`config.mk`:
```
export PLATFORM = sky130hd
export DESIGN_NAME = escaped_radio_frame_builder_unit
export DESIGN_NICKNAME = d
export VERILOG_FILES = /design/src/hw/rtl/erfb_pkg.sv /design/src/hw/rtl/erfb_front.sv /design/src/hw/rtl/erfb_queue.sv /design/src/hw/rtl/erfb_back.sv /design/src/hw/rtl/escaped_radio_frame_builder_unit.sv
export SDC_FILE = /design/constraint.sdc
export NUM_CORES = 1
export LEC_CHECK = 0
export BUFFER_PORTS_ARGS = -buffer_cell sky130_fd_sc_hd__buf_4
export CAP_MARGIN = 20
export CORE_MARGIN = 2
export CORE_UTILIZATION = 50
export DETAILED_ROUTE_END_ITERATION = 8
export GPL_ROUTABILITY_DRIVEN = 0
export PLACE_DENSITY_LB_ADDON = 0.3
export SYNTH_ARGS = -nofsm -noshare
export SYNTH_HDL_FRONTEND = slang
export SYNTH_HIERARCHICAL = 1
export SYNTH_SLANG_ARGS = --single-unit
export TNS_END_PERCENT = 100
```
`constraint.sdc`:
```
create_clock -name clock -period 3.9 [get_ports clock]
set_input_delay 0 -clock clock [delete_from_list [all_inputs] [get_ports clock]]
set_output_delay 0 -clock clock [all_outputs]
set_load 0.005 [all_outputs]
```
`src/hw/rtl/erfb_pkg.sv`:
```
// Package: types, codes and constants shared by the frame builder modules.
`default_nettype none

package erfb_pkg;

   localparam logic       OpStart       = 1'b0;
   localparam logic       OpData        = 1'b1;

   localparam logic [7:0] EscMark       = 8'hFE;
   localparam logic [7:0] EscFf         = 8'hFD;
   localparam logic [7:0] EscFe         = 8'hFC;
   localparam logic [7:0] RawFf         = 8'hFF;
   localparam logic [7:0] RawFe         = 8'hFE;
   localparam logic [7:0] FrameLenExtra = 8'd4;

   localparam int         SlotCount     = 6;
   localparam int         SlotIdxW      = $clog2(SlotCount);
   localparam int         QueueDepth    = 2;

   typedef struct packed {
      logic       opcode;
      logic [15:0] dest_address;
      logic [7:0] source_port;
      logic [7:0] dest_port;
      logic [7:0] payload_length;
      logic [7:0] payload_byte;
   } req_type;

   typedef struct packed {
      logic [7:0] out_byte;
      logic       run_last;
      logic       frame_end;
   } rsp_type;

   // One item's worth of output: packed slots, each escaped or sent raw.
   typedef struct packed {
      logic [SlotCount-1:0][7:0] slot_byte;
      logic [SlotCount-1:0]      slot_esc;
      logic [SlotIdxW-1:0]       slot_count;
      logic                      frame_end;
   } job_type;

   function automatic logic needs_escape(input logic [7:0] b);
      return (b == RawFf) || (b == RawFe);
   endfunction

endpackage

`default_nettype wire

```
`src/hw/rtl/erfb_front.sv`:
```
// Front end: accepts items, tracks the open frame and builds output jobs.
`default_nettype none

module erfb_front (
   input  wire logic             clock,
   input  wire logic             reset,
   input  wire logic             req_valid,
   output logic                  req_stall,
   input  wire erfb_pkg::req_type req_data,
   input  wire logic             queue_full,
   output logic                  push,
   output erfb_pkg::job_type     push_job
);
   import erfb_pkg::*;

   logic [7:0] bytes_left_ff, bytes_left_in;
   logic       frame_open_ff, frame_open_in;
   logic       tail_valid_ff, tail_valid_in;
   logic [7:0] tail_byte_ff,  tail_byte_in;

   logic       accept;
   logic [7:0] addr_hi;
   logic [7:0] addr_lo;
   logic       defer_lo;
   logic       has_payload;
   logic [7:0] left_next;
   job_type    job;

   assign req_stall = queue_full;
   assign accept    = req_valid && !req_stall;
   assign addr_hi   = req_data.dest_address[15:8];
   assign addr_lo   = req_data.dest_address[7:0];
   assign defer_lo  = needs_escape(addr_hi) || needs_escape(addr_lo);
   assign has_payload = (bytes_left_ff != 8'd0);
   assign left_next = has_payload ? (bytes_left_ff - 8'd1) : bytes_left_ff;

   always_comb begin
      job            = '0;
      bytes_left_in  = bytes_left_ff;
      frame_open_in  = frame_open_ff;
      tail_valid_in  = tail_valid_ff;
      tail_byte_in   = tail_byte_ff;
      unique case (req_data.opcode)
         OpStart: begin
            job.slot_byte[0] = EscMark;
            job.slot_byte[1] = req_data.payload_length + FrameLenExtra;
            job.slot_byte[2] = req_data.source_port;
            job.slot_byte[3] = req_data.dest_port;
            job.slot_byte[4] = addr_hi;
            job.slot_byte[5] = addr_lo;
            job.slot_esc     = 6'b110000;
            job.slot_count   = defer_lo ? SlotIdxW'(5) : SlotIdxW'(6);
            job.frame_end    = (req_data.payload_length == 8'd0) && !defer_lo;
            bytes_left_in    = req_data.payload_length;
            frame_open_in    = !job.frame_end;
            tail_valid_in    = defer_lo;
            tail_byte_in     = addr_lo;
         end
         OpData: begin
            if (frame_open_ff) begin
               // Deferred address low byte goes ahead of the payload byte.
               job.slot_byte[0] = tail_valid_ff ? tail_byte_ff : req_data.payload_byte;
               job.slot_byte[1] = req_data.payload_byte;
               job.slot_esc     = 6'b000011;
               job.slot_count   = SlotIdxW'({2'b00, tail_valid_ff})
                                + SlotIdxW'({2'b00, has_payload});
               job.frame_end    = (left_next == 8'd0);
               bytes_left_in    = left_next;
               frame_open_in    = !job.frame_end;
               tail_valid_in    = 1'b0;
            end
         end
         default: ;
      endcase
   end

   assign push     = accept && (job.slot_count != '0);
   assign push_job = job;

   always_ff @(posedge clock) begin
      if (reset) begin
         bytes_left_ff <= 8'd0;
         frame_open_ff <= 1'b0;
         tail_valid_ff <= 1'b0;
      end else if (accept) begin
         bytes_left_ff <= bytes_left_in;
         frame_open_ff <= frame_open_in;
         tail_valid_ff <= tail_valid_in;
      end
   end

   always_ff @(posedge clock) begin
      if (accept) begin
         tail_byte_ff <= tail_byte_in;
      end
   end

   // A deferred byte only exists inside an open frame.
   a_tail_in_frame: assert property (@(posedge clock) disable iff (reset)
      tail_valid_ff |-> frame_open_ff)
      else $error("deferred byte outside an open frame");

endmodule

`default_nettype wire

```
`src/hw/rtl/erfb_queue.sv`:
```
// Job queue: short FIFO between the front end and the byte emitter.
`default_nettype none

module erfb_queue #(
   parameter int DEPTH = erfb_pkg::QueueDepth
) (
   input  wire logic             clock,
   input  wire logic             reset,
   input  wire logic             push,
   input  wire erfb_pkg::job_type push_job,
   output logic                  full,
   input  wire logic             pop,
   output logic                  head_valid,
   output erfb_pkg::job_type     head_job
);
   import erfb_pkg::*;

   localparam int PtrW = (DEPTH > 1) ? $clog2(DEPTH) : 1;
   localparam int CntW = $clog2(DEPTH + 1);

   job_type             mem [DEPTH];
   logic [PtrW-1:0]     wr_ptr_ff, wr_ptr_in;
   logic [PtrW-1:0]     rd_ptr_ff, rd_ptr_in;
   logic [CntW-1:0]     count_ff,  count_in;
   logic                do_push;
   logic                do_pop;

   assign full       = (count_ff == CntW'(DEPTH));
   assign head_valid = (count_ff != '0);
   assign head_job   = mem[rd_ptr_ff];
   assign do_push    = push && !full;
   assign do_pop     = pop && head_valid;

   always_comb begin
      wr_ptr_in = wr_ptr_ff;
      rd_ptr_in = rd_ptr_ff;
      count_in  = count_ff;
      if (do_push) begin
         wr_ptr_in = (wr_ptr_ff == PtrW'(DEPTH - 1)) ? '0 : wr_ptr_ff + PtrW'(1);
      end
      if (do_pop) begin
         rd_ptr_in = (rd_ptr_ff == PtrW'(DEPTH - 1)) ? '0 : rd_ptr_ff + PtrW'(1);
      end
      if (do_push && !do_pop) begin
         count_in = count_ff + CntW'(1);
      end else if (do_pop && !do_push) begin
         count_in = count_ff - CntW'(1);
      end
   end

   always_ff @(posedge clock) begin
      if (reset) begin
         wr_ptr_ff <= '0;
         rd_ptr_ff <= '0;
         count_ff  <= '0;
      end else begin
         wr_ptr_ff <= wr_ptr_in;
         rd_ptr_ff <= rd_ptr_in;
         count_ff  <= count_in;
      end
   end

   always_ff @(posedge clock) begin
      if (do_push) begin
         mem[wr_ptr_ff] <= push_job;
      end
   end

   a_no_overflow: assert property (@(posedge clock) disable iff (reset)
      count_ff <= CntW'(DEPTH))
      else $error("job queue overflow");

endmodule

`default_nettype wire

```
`src/hw/rtl/erfb_back.sv`:
```
// Back end: expands queued jobs into escaped bytes, one byte per cycle while rsp_stall is low.
`default_nettype none

module erfb_back (
   input  wire logic             clock,
   input  wire logic             reset,
   input  wire logic             head_valid,
   input  wire erfb_pkg::job_type head_job,
   output logic                  pop,
   output logic                  rsp_valid,
   input  wire logic             rsp_stall,
   output erfb_pkg::rsp_type     rsp_data
);
   import erfb_pkg::*;

   logic [SlotIdxW-1:0] idx_ff, idx_in;
   logic                phase_ff, phase_in;
   logic                rsp_valid_ff, rsp_valid_in;
   rsp_type             rsp_ff, rsp_in;

   logic       can_load;
   logic       fire;
   logic [7:0] cur;
   logic       esc_now;
   logic       slot_done;
   logic       last;

   assign can_load  = !rsp_valid_ff || !rsp_stall;
   assign fire      = head_valid && can_load;
   assign cur       = head_job.slot_byte[idx_ff];
   assign esc_now   = head_job.slot_esc[idx_ff] && needs_escape(cur);
   assign slot_done = !esc_now || phase_ff;
   assign last      = slot_done && (idx_ff == head_job.slot_count - SlotIdxW'(1));
   assign pop       = fire && last;

   always_comb begin
      idx_in   = idx_ff;
      phase_in = phase_ff;
      rsp_in   = rsp_ff;
      if (fire) begin
         if (!esc_now) begin
            rsp_in.out_byte = cur;
         end else if (!phase_ff) begin
            rsp_in.out_byte = EscMark;
         end else begin
            rsp_in.out_byte = (cur == RawFf) ? EscFf : EscFe;
         end
         rsp_in.run_last  = last;
         rsp_in.frame_end = last && head_job.frame_end;
         if (!slot_done) begin
            phase_in = 1'b1;
         end else begin
            phase_in = 1'b0;
            idx_in   = last ? '0 : idx_ff + SlotIdxW'(1);
         end
      end
   end

   assign rsp_valid_in = fire || (rsp_valid_ff && rsp_stall);
   assign rsp_valid    = rsp_valid_ff;
   assign rsp_data     = rsp_ff;

   always_ff @(posedge clock) begin
      if (reset) begin
         idx_ff       <= '0;
         phase_ff     <= 1'b0;
         rsp_valid_ff <= 1'b0;
      end else begin
         idx_ff       <= idx_in;
         phase_ff     <= phase_in;
         rsp_valid_ff <= rsp_valid_in;
      end
   end

   always_ff @(posedge clock) begin
      rsp_ff <= rsp_in;
   end

   a_idx_in_job: assert property (@(posedge clock) disable iff (reset)
      head_valid |-> (idx_ff < head_job.slot_count))
      else $error("slot index beyond job");

   a_escape_holds_job: assert property (@(posedge clock) disable iff (reset)
      (phase_ff || idx_ff != '0) |-> head_valid)
      else $error("job left the queue mid-expansion");

   a_pop_marks_last: assert property (@(posedge clock) disable iff (reset)
      pop |=> (rsp_valid_ff && rsp_ff.run_last))
      else $error("job retired without a last byte");

endmodule

`default_nettype wire

```
`src/hw/rtl/escaped_radio_frame_builder_unit.sv`:
```
// Top level of the escaped radio frame builder.
`default_nettype none

// Byte-stuffed frame builder. A start item (opcode 0) emits the header:
// 0xFE, payload_length + 4 (mod 256), source_port and dest_port raw, then
// the destination address high and low bytes escaped (0xFF -> FE FD,
// 0xFE -> FE FC). When either address byte needs escaping, the low byte is
// held back and sent ahead of the next data item's byte. Each data item
// (opcode 1) of an open frame emits its escaped payload byte; data with no
// open frame is dropped, and a new start abandons any open frame. run_last
// marks the last byte of each item, frame_end the last byte of the frame.
// Rate: the emitter puts out one byte per cycle while rsp_stall is low. An
// item yields 1 or 2 output bytes for a data item (up to 4 with a held-back
// address byte), 5 or 6 for a start. The single output byte register sets
// this pace. The front end accepts an item each cycle while the job queue
// has room, so items keep flowing while earlier ones are still being
// expanded. The first byte passes the job queue, then the output register.
module escaped_radio_frame_builder_unit #(
   parameter int QUEUE_DEPTH = erfb_pkg::QueueDepth
) (
   input  wire logic             clock,
   input  wire logic             reset,
   input  wire logic             req_valid,
   output logic                  req_stall,
   input  wire erfb_pkg::req_type req_data,
   output logic                  rsp_valid,
   input  wire logic             rsp_stall,
   output erfb_pkg::rsp_type     rsp_data
);
   import erfb_pkg::*;

   // Front end to queue.
   logic    push;
   job_type push_job;
   logic    queue_full;

   // Queue to emitter.
   logic    head_valid;
   job_type head_job;
   logic    pop;

   // Classify items, keep frame state, build one job per productive item.
   erfb_front u_front (
      .clock      (clock),
      .reset      (reset),
      .req_valid  (req_valid),
      .req_stall  (req_stall),
      .req_data   (req_data),
      .queue_full (queue_full),
      .push       (push),
      .push_job   (push_job)
   );

   // Decouple acceptance from byte emission.
   erfb_queue #(
      .DEPTH (QUEUE_DEPTH)
   ) u_queue (
      .clock      (clock),
      .reset      (reset),
      .push       (push),
      .push_job   (push_job),
      .full       (queue_full),
      .pop        (pop),
      .head_valid (head_valid),
      .head_job   (head_job)
   );

   // Expand jobs into bytes; hold the output register under stall.
   erfb_back u_back (
      .clock      (clock),
      .reset      (reset),
      .head_valid (head_valid),
      .head_job   (head_job),
      .pop        (pop),
      .rsp_valid  (rsp_valid),
      .rsp_stall  (rsp_stall),
      .rsp_data   (rsp_data)
   );

endmodule

`default_nettype wire

```
# [Word-level counts from Yosys, hierarchy flattened]
# Memories as Yosys holds them, arrays and structs flattened. A register that Yosys moved wholly into a read port is not among the register bits.
# Index checks and enable logic that the tools add are counted.
[classes] addsub=9 n_lt_le_gt_ge=1 eq_ne=9 muxes=29 n_bitwise=1 reduce_logical=38
[ops] cell="one-hot mux 26 bit (2 select lines)" n=1
[ops] cell="equality test 8 bit (second input constant)" n=6
[ops] cell="2-to-1 mux 8 bit" n=6
[ops] cell="2-to-1 mux 32 bit" n=1
[ops] cell="2-to-1 mux 26 bit" n=1
[ops] cell="binary-select mux 8 bit (select 3 bit)" n=1
[ops] cell="zero test 8 bit" n=2
[ops] cell="one-hot mux 8 bit (2 select lines)" n=1
[ops] cell="logical AND 1 bit" n=13
[ops] cell="2-to-1 mux 1 bit" n=11
[ops] cell="zero test 1 bit" n=9
[ops] cell="adder 8 x 3 -> 8 bit (second input constant)" n=1
[ops] cell="nonzero test 8 bit" n=1
[ops] cell="subtractor 8 x 1 -> 8 bit (second input constant)" n=1
[ops] cell="logical OR 1 bit" n=7
[ops] cell="2-to-1 mux 2 bit" n=3
[ops] cell="AND reduction 2 bit" n=3
[ops] cell="< comparator 3 x 4 -> 1 bit (second input constant)" n=1
[ops] cell="one-hot mux 1 bit (2 select lines)" n=2
[ops] cell="nonzero test 2 bit" n=2
[ops] cell="adder 3 x 1 -> 3 bit (second input constant)" n=1
[ops] cell="binary-select mux 1 bit (select 3 bit)" n=1
[ops] cell="equality test 3 bit" n=1
[ops] cell="2-to-1 mux 3 bit" n=1
[ops] cell="other kinds (9)" n=10
[word_totals] regBits=37 ram_bits=116 inputBits=53 output_inout_bits=12 word_cells=101 memories=1
[memory_table] memory="u_queue.mem" depth=2 word_bits=58 read_ports=1 rd_ports_with_merged_regs=1 wr=1 line_no="erfb_queue.sv:21" rtl="job_type mem [DEPTH];"

# [Depth between registers and ports, before layout]
[logic_depth] ltp_word=13 mapped_depth=15 mapped_depth_nobuf=14

# [Cells and area by module]
# The synthesis kept the hierarchy.
[by_module_without_submodules] mod="erfb_queue" instances=1 cells_each=205 area_per_inst_um2=4401.7 seq_area_each_um2=3583.4
[by_module_without_submodules] mod="erfb_front" instances=1 cells_each=205 area_per_inst_um2=1581.5 seq_area_each_um2=440.4
[by_module_without_submodules] mod="erfb_back" instances=1 cells_each=110 area_per_inst_um2=1163.6 seq_area_each_um2=400.4

# [Worst setup path before layout]
# No wires, ideal clock.
[synth_timing] path_kind="reg2reg" start="register u_front.bytes_left_ff[3]" end="memory u_queue/mem[1][0] in the netlist's numbering, enable pin" setup_time_ns=0.422 arrival_time_ns=3.358 required_time_ns=3.478 slack_ns=0.120 stages_incl_launch_ff=11 n_path_buf=1 synth_period_minus_slack_ns=3.780 cell_sequence="dfxtp_1 -> or3_1 -> buf_2 -> nor4_2 -> inv_1 -> ha_1 -> o21ai_0 -> a21oi_1 -> inv_1 -> nor2_1 -> and2_1"
[synth_between] elab_chain_len=9
[synth_lines] item="start, declared" line_no="erfb_front.sv:16" rtl="logic [7:0] bytes_left_ff, bytes_left_in;"
[synth_lines] item="start signal, assigned" line_no="erfb_front.sv:86" rtl="bytes_left_ff <= bytes_left_in;"
[synth_lines] item="nonzero test 8 bit" line_no="erfb_front.sv:34" rtl="assign has_payload = (bytes_left_ff != 8'd0);"
[synth_lines] item="adder 1 x 1 -> 2 bit" line_no="erfb_front.sv:66" rtl="+ SlotIdxW'({2'b00, has_payload});"
[synth_lines] item="2-to-1 mux 26 bit" line_no="erfb_front.sv:60" rtl="if (frame_open_ff) begin"
[synth_lines] item="one-hot mux 26 bit (2 select lines)" line_no="erfb_front.sv:43" rtl="unique case (req_data.opcode)"
[synth_lines] item="nonzero test 3 bit" line_no="erfb_front.sv:77" rtl="assign push = accept && (job.slot_count != '0);"
[synth_lines] item="logical AND 1 bit" line_no="erfb_front.sv:77"
[synth_lines] item="net push" line_no="escaped_radio_frame_builder_unit.sv:33" rtl="logic push;"
[synth_lines] item="logical AND 1 bit" line_no="erfb_queue.sv:31" rtl="assign do_push = push && !full;"
[synth_lines] item="2-to-1 mux 1 bit" line_no="erfb_queue.sv:64" rtl="if (do_push) begin"
[synth_lines] item="2-to-1 mux 1 bit (implied by the code)" line_no="erfb_queue.sv:65" rtl="mem[wr_ptr_ff] <= push_job;"
[synth_lines] item="end, declared" line_no="erfb_queue.sv:21"
# The timed path passes the listed nets, and every way through them passes these cells.

# [Worst setup path in the final report]
[layout_timing] start="register u_front.bytes_left_ff[3]" end="memory u_queue/mem[0][35] in the netlist's numbering, enable pin"
# Same word-level chain as after synthesis.

==> results by group <==
Setup path
  • CP max-delay cell: or3_1
  • CP Launch Type: flop
  • CP Max Fanout: 39
  • Crit path DAT: 3.43 ns
  • Setup CP Type: flop to flop
  • R2R setup slack: 0.52 ns
  • Family with the most delay on the worst path: simple AND/OR/NAND/NOR gates
  • Crit path capture type: flop
  • CP peak stage delay: 0.47 ns
  • Critical path required time: 3.95 ns
  • Buf+Inv Stages, Crit Path: 4
  • Crit-path cells: or3_1, nor4_2, inv_1, ha_1, o21ai_0, a21oi_1, inv_1, or3_1, inv_2, buf_4

Logic synthesis
  • Synth warnings: 6
  • Yosys cell types: 61
  • Seq/Total Area, Yosys: 0.619
  • Syn Inst Count: 520
  • Synth async-reset ratio: 0
  • Area of the mapped netlist: 7150 um^2
  • Area leader, netlist: edfxtp_1
  • Largest family of logic cells by synthesized area: multiplexers
  • Post-Synth XOR/XNOR Area: 0.0147
  • Mux contribution to synthesized area: 0.148
  • Syn Area/Cell: 13.7 um^2
  • Area share of and/or/nand/nor cells after synthesis: 0.100
  • Top cells by area, synth: edfxtp_1 56%, mux2_2 9.5%, dfxtp_1 5.6%
  • Compound-Gate Fraction of Synth Area: 0.0704
  • Post-synth EDFFs: 134
  • Seq cells post-synth: 154
  • Synth Area in Adders: 0.0123
  • Top FF cell, synth: edfxtp_1
  • Post-synth top area share: 0.563

CTS
  • TritonCTS buffer count: 17
  • Root Buffer: clkbuf_16
  • Depth of the CTS H-tree: 4
  • Setup bufs post-CTS: 0
  • Clock sink total: 154
  • Clock Path Buffers: 2
  • Post-cts resize count: 0
  • TritonCTS clock tree: done
  • Hold-fix buffers, CTS: 45
  • Reg clk slew, reported paths: 0.06 ns
  • Worst-Skew Late Latency: 0.42 ns

Finish
  • Most frequent cells in the layout: 134 x edfxtp_1, 69 x buf_4, 60 x mux2_2
  • Share of layout cells above drive strength 1: 0.278
  • Inserted Diodes: 0
  • Commonest non-fill, non-tap cell in the layout: edfxtp_1
  • P&R area growth vs syn: 23.4%
  • Nets: 687
  • Fin cells: 820

Routing
  • Detail Route Antenna Nets: 0
  • Remaining DRCs: 0
  • First-pass DRT Iterations: 5
  • WL/cell: 18.3 um
  • Vias after detailed routing: 4587
  • Initial drt markers: 451
  • Post-DR vias/cell: 5.59
  • Final wirelength: 15000 um

Global routing
  • Vias in the first global route: 4461
  • Overflow after GRT: 0
  • GRT Total Usage: 0.208
  • Largest net degree at the start of global routing: 67
  • Initial antenna violation count: 0
  • First-pass GRT wire length: 23200 um

Die
  • Row cnt: 43
  • Die H: 124 um
  • Initial Util: 0.513
  • Core Area: 13900 um^2
  • Top Ports: 65
  • Die width: 124 um
  • Die area: 15300 um^2

Run status
  • Outcome: completed

Place
  • Port bufs: 64
  • Worst slack, placed: 0.575 ns
  • Detailed Place HPWL: 10000 um
  • # placed instances: 743

Timing
  • Final setup fails: 0
  • Slew headroom: 0.491
  • Peak Freq: 296 MHz
  • Final min period: 3.38 ns
  • Final period utilization: 0.867
  • Tightest Pin Transition: 0.763 ns
  • RSZ-0062 raised after global routing: false
  • Fin worst setup slack: 0.519 ns
  • Pins Over Slew Limit: 0
  • Skew final: 0.00852 ns
  • Final Hold Slack: 0.0423 ns
  • Final Hold Vio Count: 0
  • Fin Setup TNS: 0 ns

Pwr
  • Power, Total: 4.63 mW
  • Static Leak: 3.11 nW
  • Pwr dens: 525 nW/um^2
  • Max VDD drop: 283 uV

Run
  • Max_cap viols: 0

Min path
  • Worst Hold Class: input pin to flop
-- power by group --
part	internal, mW	switching (mW)	leakage, nW
sequential	2.00	0.0891	1.41
clock	1.06	0.622	0.292
combinational	0.412	0.451	1.40
-- worst reg2reg max path, cell delays in order, from the launching register on --
cell and delay (ns):
dfxtp_1 0.37, or3_1 0.48, nor4_2 0.41, inv_1 0.18, ha_1 0.33, o21ai_0 0.09, a21oi_1 0.16, inv_1 0.09
or3_1 0.39, inv_2 0.07, buf_4 0.43
-- logic make-up after synthesis --
kind of cell,after synthesis
fa+ha+maj,7
buf+inv,47
flops,154
mux,87
compound gates,78
simple gates,134
xor+xnor,12
other cells,1
-- cells in the mapped netlist, types with 2 or more instances --
master / n
a211o_1: 2
a21oi_1: 16
a22o_1: 3
a22oi_1: 4
a31oi_1: 3
a32o_1: 3
buf_1: 2
buf_2: 7
buf_4: 7
buf_6: 3
clkbuf_1: 9
clkinv_1: 2
dfxtp_1: 20
edfxtp_1: 134
ha_1: 7
inv_1: 16
mux2_2: 60
mux2i_1: 17
mux4_2: 9
nand2_1: 25
nand2b_1: 5
nand3_1: 7
nand3b_1: 2
nand4_1: 5
nor2_1: 26
nor2b_1: 36
nor3_1: 5
nor4_1: 4
o21ai_0: 29
o22ai_1: 2
o32ai_1: 3
or2_2: 3
or3_1: 6
xnor2_1: 7
xor2_1: 5
-- metal layers --
metal | share of wire | GRT usage | up-vias
met4 | 0.020 | 0.0902 | 0
met2 | 0.50 | 0.336 | 159
met1 | 0.42 | 0.276 | 2242
li1 | - | - | 2166
met3 | 0.055 | 0.0415 | 20
met5 | 0 | 0 | -
-- registers in the layout (all words and copies together) (netlist names), 2 cells and up, named ones only --
register               flops
u_front/tail_byte_ff       8
u_back/idx_ff              3
u_front/bytes_left_ff      8
u_back/rsp_data           10
u_queue/mem              116
u_queue/count_ff           2
-- stage by stage --
| stage | area (um^2) | util |
|---|---|---|
| 3_5_place_dp | 7760 | 0.557 |
| 2_1_floorplan | 7150 | - |
| 4_1_cts | 8820 | 0.633 |
| 3_3_place_gp | 7760 | 0.557 |
| 5_1_grt | 8820 | 0.633 |
| 6_report | 8820 | 0.633 |
-- path summary, 6_finish.rpt --
path                       startpoint            endpoint  depth (start not counted)
max reg2reg  u_front/bytes_left_ff[3]  u_queue/mem[0][35]                         10
min                       req_data[6]  u_queue/mem[0][24]                          3
max          u_front/bytes_left_ff[3]  u_queue/mem[0][35]                         10
min reg2reg         u_queue/wr_ptr_ff   u_queue/wr_ptr_ff                          2
-- layout make-up --
type | instances | area [um^2]
timing repair buffer | 116 | 1010
tap | 180 | 225
fill | 991 | 5120
multi-input combinational | 320 | 2480
inverter | 18 | 67.6
clock buffer | 18 | 429
clock inverter | 14 | 179
sequential | 154 | 4430
No activity file was read; power rests on OpenSTA's default activity.
